$ cat src/rtl/swmf_pkg.sv
package swmf_pkg;

    // Default sizing of the block.
    localparam int DEF_MAX_WINDOW  = 64;
    localparam int DEF_SAMPLE_BITS = 32;

    // Register widths and the configuration port.
    localparam int WS_W      = 7;
    localparam int SE_W      = 16;
    localparam int CFG_W     = 16;
    localparam int CFG_IDX_W = 2;

    // Register indexes.
    localparam logic [CFG_IDX_W-1:0] REG_WINDOW_SIZE   = 2'd0;
    localparam logic [CFG_IDX_W-1:0] REG_SEND_EVERY    = 2'd1;
    localparam logic [CFG_IDX_W-1:0] REG_SEND_FIRST_AT = 2'd2;

    // Register values after reset.
    localparam logic [WS_W-1:0] DEF_WINDOW_SIZE   = 7'd5;
    localparam logic [SE_W-1:0] DEF_SEND_EVERY    = 16'd5;
    localparam logic [SE_W-1:0] DEF_SEND_FIRST_AT = 16'd1;

    typedef enum logic [6:0] {
        S_IDLE  = 7'b0000001,
        S_CNT   = 7'b0000010,
        S_CAND  = 7'b0000100,
        S_LOAD  = 7'b0001000,
        S_SCAN  = 7'b0010000,
        S_CHECK = 7'b0100000,
        S_FIN   = 7'b1000000
    } state_t;

    // Control of the rank unit. A load clears the counts and takes a new
    // reference value, either the entry just read or the largest sample.
    typedef struct packed {
        logic load;
        logic use_max;
        logic acc;
    } rank_ctrl_t;

endpackage

$ cat src/rtl/swmf_ram.sv
module swmf_ram
    import swmf_pkg::*;
#(
    parameter int WIDTH = DEF_SAMPLE_BITS + 1,
    parameter int DEPTH = DEF_MAX_WINDOW
)(
    input  logic                                       clk,
    input  logic                                       we,
    input  logic [((DEPTH > 1) ? $clog2(DEPTH) : 1)-1:0] waddr,
    input  logic [WIDTH-1:0]                           wdata,
    input  logic [((DEPTH > 1) ? $clog2(DEPTH) : 1)-1:0] raddr,
    output logic [WIDTH-1:0]                           rdata
);

    logic [WIDTH-1:0] mem [DEPTH];

    always_ff @(posedge clk)
    begin
        if (we)
        begin
            mem[waddr] <= wdata;
        end
        rdata <= mem[raddr];
    end

endmodule

$ cat src/rtl/swmf_rank.sv
module swmf_rank
    import swmf_pkg::*;
#(
    parameter int MAX_WINDOW  = DEF_MAX_WINDOW,
    parameter int SAMPLE_BITS = DEF_SAMPLE_BITS
)(
    input  logic                                 clk,
    input  rank_ctrl_t                           ctrl,
    input  logic [SAMPLE_BITS-1:0]               ent_sample,
    input  logic                                 ent_valid,
    output logic [SAMPLE_BITS-1:0]               cand,
    output logic [$clog2(MAX_WINDOW + 1)-1:0]    less,
    output logic [$clog2(MAX_WINDOW + 1)-1:0]    leq
);

    localparam int CNT_W = $clog2(MAX_WINDOW + 1);

    logic [SAMPLE_BITS-1:0] cand_reg;
    logic [CNT_W-1:0]       less_reg;
    logic [CNT_W-1:0]       leq_reg;
    logic                   is_lt;
    logic                   is_eq;

    // The single signed comparator that every pass shares.
    assign is_lt = $signed(ent_sample) < $signed(cand_reg);
    assign is_eq = ent_sample == cand_reg;

    always_ff @(posedge clk)
    begin
        if (ctrl.load)
        begin
            cand_reg <= ctrl.use_max ? {1'b0, {(SAMPLE_BITS - 1){1'b1}}} : ent_sample;
            less_reg <= '0;
            leq_reg  <= '0;
        end
        else if (ctrl.acc && ent_valid)
        begin
            less_reg <= less_reg + CNT_W'(is_lt);
            leq_reg  <= leq_reg + CNT_W'(is_lt | is_eq);
        end
    end

    assign cand = cand_reg;
    assign less = less_reg;
    assign leq  = leq_reg;

endmodule

$ cat src/rtl/sliding_window_median_filter_top.sv
// A sample that owes no result is written into the window as it is accepted. A result takes a count pass
// over the window fill F, then a ranking pass over the window for each valid candidate examined
// (an invalid one is only read and skipped), and finally a write into the output register.
// Throughput: one sample per cycle while no result is due, otherwise one per computation.
// Reset (asynchronous, active low) empties the window, loads window size 5, period 5, first 1.
module sliding_window_median_filter_top
    import swmf_pkg::*;
#(
    parameter int MAX_WINDOW  = DEF_MAX_WINDOW,
    parameter int SAMPLE_BITS = DEF_SAMPLE_BITS
)(
    input  logic                                   clk,
    input  logic                                   rst_n,
    // Configuration write port.
    input  logic                                   cfg_we,
    input  logic [CFG_IDX_W-1:0]                   cfg_index,
    input  logic [CFG_W-1:0]                       cfg_wdata,
    // Sample stream.
    input  logic                                   s_axis_tvalid,
    output logic                                   s_axis_tready,
    input  logic [((SAMPLE_BITS + 7) / 8) * 8-1:0] s_axis_tdata,  // sample
    input  logic                                   s_axis_tuser,  // sample_valid
    // Result stream.
    output logic                                   m_axis_tvalid,
    input  logic                                   m_axis_tready,
    output logic [((SAMPLE_BITS + 8) / 8) * 8-1:0] m_axis_tdata,  // median_doubled
    output logic                                   m_axis_tuser   // median_valid
);

    localparam int CNT_W = $clog2(MAX_WINDOW + 1);
    localparam int PTR_W = (MAX_WINDOW > 1) ? $clog2(MAX_WINDOW) : 1;
    localparam int OUT_W = ((SAMPLE_BITS + 8) / 8) * 8;
    localparam int ENT_W = SAMPLE_BITS + 1;

    // Configuration registers as written, and the effective values derived from them.
    logic [WS_W-1:0]  ws_reg, ws_next;
    logic [SE_W-1:0]  every_raw_reg, every_raw_next;
    logic [SE_W-1:0]  first_raw_reg, first_raw_next;
    logic [CNT_W-1:0] size_reg, size_next;
    logic [SE_W-1:0]  every_reg, every_next;

    // Window bookkeeping and the decimation counter.
    logic [CNT_W-1:0] fill_reg, fill_next;
    logic [PTR_W-1:0] wp_reg, wp_next;
    logic [SE_W-1:0]  send_reg, send_next;

    // Sequencer.
    state_t           state_reg, state_next;
    logic [CNT_W-1:0] scan_idx_reg, scan_idx_next;
    logic             rd_pend_reg, rd_pend_next;
    logic [CNT_W-1:0] cand_idx_reg, cand_idx_next;
    logic [CNT_W-1:0] k_lo_reg, k_lo_next;
    logic [CNT_W-1:0] k_hi_reg, k_hi_next;
    logic             lo_found_reg, lo_found_next;
    logic             hi_found_reg, hi_found_next;
    logic             res_ok_reg, res_ok_next;
    logic [SAMPLE_BITS-1:0] lo_val_reg, lo_val_next;
    logic [SAMPLE_BITS-1:0] hi_val_reg, hi_val_next;

    // Output register.
    logic             out_valid_reg, out_valid_next;
    logic             out_flag_reg, out_flag_next;
    logic [ENT_W-1:0] out_data_reg, out_data_next;

    // Memory and rank unit connections.
    logic             ram_we;
    logic [PTR_W-1:0] ram_raddr;
    logic [ENT_W-1:0] ram_wdata;
    logic [ENT_W-1:0] ram_rdata;
    rank_ctrl_t       rank_ctrl;
    logic [SAMPLE_BITS-1:0] rank_cand;
    logic [CNT_W-1:0] rank_less;
    logic [CNT_W-1:0] rank_leq;

    // Configuration helpers.
    logic             cfg_hit;
    logic [31:0]      size_wide;
    logic [SE_W-1:0]  every_eff;
    logic [SE_W-1:0]  first_eff;

    // Sequencer helpers.
    logic             in_acc;
    logic             scan_issue;
    logic             scan_done;
    logic             lo_hit;
    logic             hi_hit;
    logic [CNT_W-1:0] cand_idx_inc;
    logic [CNT_W:0]   wp_inc;
    logic [SE_W:0]    send_inc;
    logic [ENT_W-1:0] median_sum;

    assign in_acc        = s_axis_tvalid && s_axis_tready;
    assign s_axis_tready = (state_reg == S_IDLE);

    // The window memory: each entry holds the valid flag above the sample.
    swmf_ram #(
        .WIDTH (ENT_W),
        .DEPTH (MAX_WINDOW)
    ) u_ram (
        .clk   (clk),
        .we    (ram_we),
        .waddr (wp_reg),
        .wdata (ram_wdata),
        .raddr (ram_raddr),
        .rdata (ram_rdata)
    );

    // The rank unit counts how many valid entries lie below, and at or below, a reference.
    swmf_rank #(
        .MAX_WINDOW  (MAX_WINDOW),
        .SAMPLE_BITS (SAMPLE_BITS)
    ) u_rank (
        .clk        (clk),
        .ctrl       (rank_ctrl),
        .ent_sample (ram_rdata[SAMPLE_BITS-1:0]),
        .ent_valid  (ram_rdata[SAMPLE_BITS]),
        .cand       (rank_cand),
        .less       (rank_less),
        .leq        (rank_leq)
    );

    assign ram_we    = in_acc;
    assign ram_wdata = {s_axis_tuser, s_axis_tdata[SAMPLE_BITS-1:0]};
    assign ram_raddr = (state_reg == S_CAND) ? cand_idx_reg[PTR_W-1:0]
                                             : scan_idx_reg[PTR_W-1:0];

    // Configuration writes. Any write to a known register restarts the window, so the
    // effective size, period and counter preload are worked out from the new values.
    always_comb
    begin
        ws_next        = ws_reg;
        every_raw_next = every_raw_reg;
        first_raw_next = first_raw_reg;
        cfg_hit        = 1'b0;
        if (cfg_we)
        begin
            unique case (cfg_index)
                REG_WINDOW_SIZE:
                begin
                    ws_next = cfg_wdata[WS_W-1:0];
                    cfg_hit = 1'b1;
                end
                REG_SEND_EVERY:
                begin
                    every_raw_next = cfg_wdata[SE_W-1:0];
                    cfg_hit        = 1'b1;
                end
                REG_SEND_FIRST_AT:
                begin
                    first_raw_next = cfg_wdata[SE_W-1:0];
                    cfg_hit        = 1'b1;
                end
                default:
                begin
                    cfg_hit = 1'b0;
                end
            endcase
        end

        // A zero size counts as one, and a size above the memory depth saturates.
        if (ws_next == '0)
        begin
            size_wide = 32'd1;
        end
        else if (32'(ws_next) > 32'(MAX_WINDOW))
        begin
            size_wide = 32'(MAX_WINDOW);
        end
        else
        begin
            size_wide = 32'(ws_next);
        end

        // A zero period or first send counts as one; the first send is clamped to the period.
        every_eff = (every_raw_next == '0) ? SE_W'(1) : every_raw_next;
        first_eff = (first_raw_next == '0) ? SE_W'(1) : first_raw_next;
        if (first_eff > every_eff)
        begin
            first_eff = every_eff;
        end
    end

    assign size_next  = cfg_hit ? CNT_W'(size_wide) : size_reg;
    assign every_next = cfg_hit ? every_eff : every_reg;

    // Main sequencer. A sample is written straight into the window in the cycle it is
    // taken. When it is due a result, the rank unit first counts the valid entries, then
    // each valid entry in turn is ranked against the whole window until both middle
    // entries have been found.
    always_comb
    begin
        state_next     = state_reg;
        fill_next      = fill_reg;
        wp_next        = wp_reg;
        send_next      = send_reg;
        scan_idx_next  = scan_idx_reg;
        rd_pend_next   = 1'b0;
        cand_idx_next  = cand_idx_reg;
        k_lo_next      = k_lo_reg;
        k_hi_next      = k_hi_reg;
        lo_found_next  = lo_found_reg;
        hi_found_next  = hi_found_reg;
        res_ok_next    = res_ok_reg;
        lo_val_next    = lo_val_reg;
        hi_val_next    = hi_val_reg;
        out_valid_next = out_valid_reg;
        out_flag_next  = out_flag_reg;
        out_data_next  = out_data_reg;
        rank_ctrl      = '0;

        scan_issue   = scan_idx_reg < fill_reg;
        scan_done    = !scan_issue && !rd_pend_reg;
        cand_idx_inc = cand_idx_reg + CNT_W'(1);
        wp_inc       = {1'b0, CNT_W'(wp_reg)} + (CNT_W + 1)'(1);
        send_inc     = {1'b0, send_reg} + (SE_W + 1)'(1);
        lo_hit       = (rank_less <= k_lo_reg) && (k_lo_reg < rank_leq);
        hi_hit       = (rank_less <= k_hi_reg) && (k_hi_reg < rank_leq);
        median_sum   = {lo_val_reg[SAMPLE_BITS-1], lo_val_reg}
                     + {hi_val_reg[SAMPLE_BITS-1], hi_val_reg};

        // The output register frees up as soon as its transaction completes.
        if (out_valid_reg && m_axis_tready)
        begin
            out_valid_next = 1'b0;
        end

        unique case (state_reg)
            S_IDLE:
            begin
                if (in_acc)
                begin
                    wp_next = (wp_inc >= (CNT_W + 1)'(size_reg)) ? '0 : PTR_W'(wp_inc);
                    if (fill_reg < size_reg)
                    begin
                        fill_next = fill_reg + CNT_W'(1);
                    end
                    if (send_inc >= {1'b0, every_reg})
                    begin
                        send_next          = '0;
                        scan_idx_next      = '0;
                        rank_ctrl.load     = 1'b1;
                        rank_ctrl.use_max  = 1'b1;
                        state_next         = S_CNT;
                    end
                    else
                    begin
                        send_next = SE_W'(send_inc);
                    end
                end
            end

            S_CNT, S_SCAN:
            begin
                rank_ctrl.acc = rd_pend_reg;
                if (scan_issue)
                begin
                    scan_idx_next = scan_idx_reg + CNT_W'(1);
                    rd_pend_next  = 1'b1;
                end
                if (scan_done)
                begin
                    if (state_reg == S_SCAN)
                    begin
                        state_next = S_CHECK;
                    end
                    else
                    begin
                        // Ranked against the largest sample, every valid entry counts.
                        res_ok_next   = rank_leq != '0;
                        k_lo_next     = (rank_leq - CNT_W'(1)) >> 1;
                        k_hi_next     = rank_leq >> 1;
                        lo_found_next = 1'b0;
                        hi_found_next = 1'b0;
                        cand_idx_next = '0;
                        state_next    = (rank_leq == '0) ? S_FIN : S_CAND;
                    end
                end
            end

            S_CAND:
            begin
                state_next = S_LOAD;
            end

            S_LOAD:
            begin
                if (ram_rdata[SAMPLE_BITS])
                begin
                    rank_ctrl.load = 1'b1;
                    scan_idx_next  = '0;
                    state_next     = S_SCAN;
                end
                else
                begin
                    cand_idx_next = cand_idx_inc;
                    state_next    = (cand_idx_inc >= fill_reg) ? S_FIN : S_CAND;
                end
            end

            S_CHECK:
            begin
                if (lo_hit)
                begin
                    lo_found_next = 1'b1;
                    lo_val_next   = rank_cand;
                end
                if (hi_hit)
                begin
                    hi_found_next = 1'b1;
                    hi_val_next   = rank_cand;
                end
                cand_idx_next = cand_idx_inc;
                if (((lo_found_reg || lo_hit) && (hi_found_reg || hi_hit))
                    || (cand_idx_inc >= fill_reg))
                begin
                    state_next = S_FIN;
                end
                else
                begin
                    state_next = S_CAND;
                end
            end

            S_FIN:
            begin
                if (!out_valid_reg || m_axis_tready)
                begin
                    out_valid_next = 1'b1;
                    out_flag_next  = res_ok_reg;
                    out_data_next  = res_ok_reg ? median_sum : '0;
                    state_next     = S_IDLE;
                end
            end

            default:
            begin
                state_next = S_IDLE;
            end
        endcase

        // A configuration write empties the window and reloads the send counter.
        if (cfg_hit)
        begin
            fill_next = '0;
            wp_next   = '0;
            send_next = every_eff - first_eff;
        end
    end

    // Control state.
    always_ff @(posedge clk or negedge rst_n)
    begin
        if (!rst_n)
        begin
            ws_reg        <= DEF_WINDOW_SIZE;
            every_raw_reg <= DEF_SEND_EVERY;
            first_raw_reg <= DEF_SEND_FIRST_AT;
            size_reg      <= CNT_W'((32'(DEF_WINDOW_SIZE) > 32'(MAX_WINDOW))
                                    ? 32'(MAX_WINDOW) : 32'(DEF_WINDOW_SIZE));
            every_reg     <= DEF_SEND_EVERY;
            fill_reg      <= '0;
            wp_reg        <= '0;
            send_reg      <= DEF_SEND_EVERY - DEF_SEND_FIRST_AT;
            state_reg     <= S_IDLE;
            scan_idx_reg  <= '0;
            rd_pend_reg   <= 1'b0;
            cand_idx_reg  <= '0;
            lo_found_reg  <= 1'b0;
            hi_found_reg  <= 1'b0;
            res_ok_reg    <= 1'b0;
            out_valid_reg <= 1'b0;
        end
        else
        begin
            ws_reg        <= ws_next;
            every_raw_reg <= every_raw_next;
            first_raw_reg <= first_raw_next;
            size_reg      <= size_next;
            every_reg     <= every_next;
            fill_reg      <= fill_next;
            wp_reg        <= wp_next;
            send_reg      <= send_next;
            state_reg     <= state_next;
            scan_idx_reg  <= scan_idx_next;
            rd_pend_reg   <= rd_pend_next;
            cand_idx_reg  <= cand_idx_next;
            lo_found_reg  <= lo_found_next;
            hi_found_reg  <= hi_found_next;
            res_ok_reg    <= res_ok_next;
            out_valid_reg <= out_valid_next;
        end
    end

    // Payload registers need no reset.
    always_ff @(posedge clk)
    begin
        k_lo_reg     <= k_lo_next;
        k_hi_reg     <= k_hi_next;
        lo_val_reg   <= lo_val_next;
        hi_val_reg   <= hi_val_next;
        out_flag_reg <= out_flag_next;
        out_data_reg <= out_data_next;
    end

    assign m_axis_tvalid = out_valid_reg;
    assign m_axis_tuser  = out_flag_reg;
    assign m_axis_tdata  = OUT_W'(out_data_reg);

endmodule

$ cat config.mk
export PLATFORM = sky130hd
export DESIGN_NAME = sliding_window_median_filter_top
export DESIGN_NICKNAME = d
export VERILOG_FILES = /design/src/rtl/swmf_pkg.sv /design/src/rtl/swmf_ram.sv /design/src/rtl/swmf_rank.sv /design/src/rtl/sliding_window_median_filter_top.sv
export SDC_FILE = /design/constraint.sdc
export NUM_CORES = 2
export LEC_CHECK = 0
export BUFFER_PORTS_ARGS = -buffer_cell sky130_fd_sc_hd__buf_2
export CORE_MARGIN = 1
export CORE_UTILIZATION = 33
export DETAILED_ROUTE_END_ITERATION = 8
export PLACE_DENSITY = 0.56
export SLEW_MARGIN = 20
export SYNTH_ARGS = -nofsm -noshare
export SYNTH_HDL_FRONTEND = slang
export SYNTH_SLANG_ARGS = --single-unit
$ cat constraint.sdc
create_clock -name clk -period 5.75 [get_ports clk]
set_input_delay 0 -clock clk [delete_from_list [all_inputs] [get_ports clk]]
set_output_delay 0 -clock clk [all_outputs]
set_load 0.01 [all_outputs]
==> flow_results.org <==
** STA
- The number of slew-limit violations in the final report came to 0.
- Setup repair after global routing could not meet its margin everywhere.
- Setup violations remaining at the end of the flow were counted as 0.
- After layout, the worst path uses 96.0% of the clock period.
- At the pin with the least slew margin, the transition time is 1.24 ns.
- The tightest hold path in the finished design has a slack of 0.0622 ns.
- Clock tree skew after final layout :: 0.100 ns
- Final critical delay including setup and external delays :: 5.52 ns
- The number of hold violations in the final report is 0.
- Max_slew headroom :: 17.3%
- Max Clock Freq :: 0.181 GHz

** Setup path
- Data arrives at the worst endpoint at 6.26 ns.
- Launch point of the worst path :: cfg_index[0]
- The worst register-to-register path ends at send_reg[13].
- The worst setup path is launched from a primary input.
- The worst register-to-register path has a depth of 22.
- Critical path peak fanout :: 23
- Setup slack on the worst reg-to-reg path comes out at 0.56 ns.
- The worst setup path is of the in -> reg kind.
- For the worst setup path, the data required time is 6.49 ns.
- The worst register-to-register path begins at first_raw_reg[5].
- STA classifies the critical path endpoint as a register.
- In this run the worst setup path terminates at send_reg[13].

** Layout
- For this run, the post-layout net count is 7658.
- Relative to the synthesized area, the layout overhead comes to 15.2%.
- Measured on the finished design, the core utilization comes to 38.3%.
- Fill cells in the final layout number 27800.
- Of the cells placed in the final design, the portion with a size suffix greater than 1 is 11.9%.
- Number of flip-flops under the largest register name :: 2112

** Global routing
- For this run the aggregate overflow at the end of global routing stands at 0.
- Vias in the first global route :: 59400
- Global-route wire length before repair :: 405 mm
- Maximum number of pins on one net before global-route repair :: 110
- Number of antenna violations at the first check in global routing :: 30
- Global routing consumed, over all layers together, 18.0% of the routing resources.

** Yosys
- The netlist uses 91 different library cells.
- The share of the Yosys chip area taken by registers is 72.4%.
- Share of synthesized registers carrying an async set or reset :: 4.84%
- In this run, synthesis inferred 2254 flip-flops with an integrated enable.
- Synth Warn # :: 0
- Synthesis produced a netlist whose cell count is 7153.
- After synthesis the netlist holds a flip-flop and latch count of 2418.
- Area of the mapped netlist :: 98800 um2
- Syn Area/Cell :: 13.8 um2
- Predominant post-synthesis flop cell :: edfxtp_1

** Detailed routing
- WL final :: 279 mm
- The first routing iteration left 6412 violations.
- The first detailed-routing pass ran for 6 iterations.
- Vias after detailed routing :: 61500
- Number of nets with antenna violations after routing :: 0
- After detailed routing, the average wire length per cell comes to 24.1 um.
- Number of vias per cell :: 5.31
- After detailed routing, the number of remaining DRC violations is 0.

** Die
- Placeable Area :: 297000 um2
- For this configuration, the core starts out at a cell density of 33.3%.
- For this design the top-level I/O count stands at 99.
- Die span in x :: 549 um
- Count of standard-cell rows :: 200
- Die boundary height :: 549 um
- Overall die area :: 302000 um2

** Min path
- The worst hold path begins at cfg_wdata[12].
- Hold Path Class :: in -> reg

** Clocking
- Clock-pin slew was measured on the worst setup and hold paths at 0.06 ns.
- Clock tree sinks :: 2418
- CTS H-Tree Depth :: 4
- In this run the deepest clock path goes through 4 buffers.
- Clock latency on the worst-skew pair :: 0.93 ns
- TritonCTS created 245 clock buffers.
- TritonCTS built the clock tree.
- The root buffer cell chosen for the clock tree is clkbuf_16.

** Power
- In this run the power density over the cells is 399 nW/um2.
- For this design the static power due to leakage is 40.9 nW.
- Maximum VDD drop :: 0.285 mV

** Place
- The congestion estimate from routability-driven global placement came to 0.801.
- Detailed placement HPWL :: 170 mm
- In this run the tool buffered the top-level ports with 91 buffer cells.

** Outcome
- The run finished with clean final reports.

** Run
- Max_cap viols :: 0
==> layout by cell type (no fill, tap or decap), types with 19 or more instances in the layout <==
master         count
edfxtp_1        2254
nand3_1          307
nor2_4            64
xnor2_1           40
nor3_1            19
ha_1             168
nand4_1           60
a32oi_1          258
buf_12            38
nor2_1           110
dfrtp_1          106
dfxtp_1           47
a21o_1            54
or2_2             34
o21ai_0          106
nand2b_1          25
buf_4            247
clkinv_2          50
clkbuf_1          64
a31oi_1          397
clkinv_1          40
inv_1            156
mux2_2            46
nor4_1            20
and3_1           153
mux2i_1          307
a21oi_1           79
buf_2             71
nand2_1         1671
xor2_1            27
dlygate4sd3_1     76
clkbuf_16        246
==> what timing repair did <==
action	4_1_cts	5_1_grt
hold buffers	77	0
endpoints found under the setup margin	0	7
setup buffers	0	2
resized for setup	0	18
hold endpoints to repair	2284	0
==> where the power goes <==
group,switching [mW],leakage [nW],internal (mW),total [mW]
combinational,6.26,15.0,3.18,9.45
sequential,0.571,22.1,19.9,20.5
clock,6.73,3.77,8.74,15.5
==> layout make-up <==
cell class | instances | area [um2] | area share (%)
diodes | 5 | 12.5 | 0.0110
clock buffers | 327 | 6630 | 5.82
clock inverters | 122 | 1070 | 0.940
inverters | 158 | 593 | 0.521
multi-input cells | 4174 | 25300 | 22.2
flip-flops and latches | 2418 | 71600 | 62.8
well taps | 3939 | 4930 | 4.33
repair buffers | 434 | 3770 | 3.31
==> critical path, cell delays in order <==
cell	delay, ns
dlygate4sd3_1	0.54
buf_4	0.15
nand3b_1	0.14
dlygate4sd3_1	0.57
buf_6	0.15
mux2_2	0.28
or4_4	0.55
nor4_4	0.23
a31oi_2	0.16
ha_1	0.24
nor2b_1	0.11
o21ai_0	0.08
a21oi_1	0.15
o41ai_1	0.10
a221oi_2	0.38
buf_4	0.21
buf_4	0.23
o21ai_0	0.13
ha_1	0.35
o21ai_1	0.11
a22oi_1	0.31
a211oi_2	0.12
buf_4	0.15
o31ai_1	0.25
a21oi_1	0.13
xnor2_1	0.14
mux2_2	0.26
==> cells in the mapped netlist (11+ instances only) <==
library cell	instances	share of area (%)
mux2i_1	307	3.1
xor2_1	27	0.24
a21o_1	54	0.41
nand2b_1	25	0.16
nor4_1	21	0.13
a221oi_1	13	0.12
xnor2_1	40	0.35
nand4_1	60	0.38
buf_6	23	0.26
nand2_1	1672	6.3
ha_1	169	2.1
mux2_2	47	0.54
clkbuf_1	147	0.56
dfxtp_1	47	0.95
or2_2	34	0.22
buf_4	47	0.36
a211oi_1	16	0.12
nor2_1	176	0.67
a32oi_1	258	2.3
edfxtp_1	2254	68
buf_1	19	0.072
nor2b_1	16	0.10
dfrtp_1	106	2.7
inv_1	156	0.59
nand3_1	308	1.6
a31oi_1	398	2.5
dfstp_2	11	0.29
nor3_1	19	0.096
a21oi_1	81	0.41
buf_2	172	0.87
and3_1	153	0.97
o21ai_0	108	0.55
==> per-layer routing <==
metal | vias up | GRT usage (%) | routed length [um]
met5 | - | 0 | 17
met4 | 2 | 3.86 | 5140
met3 | 350 | 2.63 | 21000
met2 | 2321 | 28.8 | 128000
met1 | 31400 | 25.9 | 124000
li1 | 27400 | - | -
==> per-stage QoR <==
step           total power [mW]  cell area, um2  std cells  setup TNS (ns)  worst slack [ns]
5_1_grt                    47.2          114000      11600          -0.105           -0.0563
3_5_place_dp               30.2          105000      11000               0             0.253
3_3_place_gp               30.1          105000      11000               0             0.182
4_1_cts                    45.6          114000      11600               0            0.0667
6_report                   45.4          114000      11600               0             0.230
2_1_floorplan              26.9           98900       7159               0            0.0588
==> logic make-up (layout without fill, tap and decap cells) <==
logic type               after synthesis  count (layout)  share of synthesized area, %
AO/OA/AOI/OAI                       1025            1025                          7.21
XOR/XNOR                              67              67                         0.594
adder cells (fa/ha/maj)              171             171                          2.18
buffers and inverters                567            1041                          2.73
flip-flops                          2418            2418                          72.4
multiplexers                         360             360                          3.77
other                                  1              12                       0.00379
AND/OR/NAND/NOR                     2544            2544                          11.1
==> worst min path at each step <==
stage	endpoint	slack, ns	cells past startpoint
2_1_floorplan	cand_idx_reg[0]	-0.30	0
3_3_place_gp	every_raw_reg[12]	0.1	1
3_5_place_dp	every_raw_reg[12]	0.11	1
4_1_cts	m_axis_tvalid	0.007	4
5_1_grt	first_raw_reg[12]	0.05	3
6_report	first_raw_reg[12]	0.06	3
Note: power is estimated with default switching activity, not from simulation.
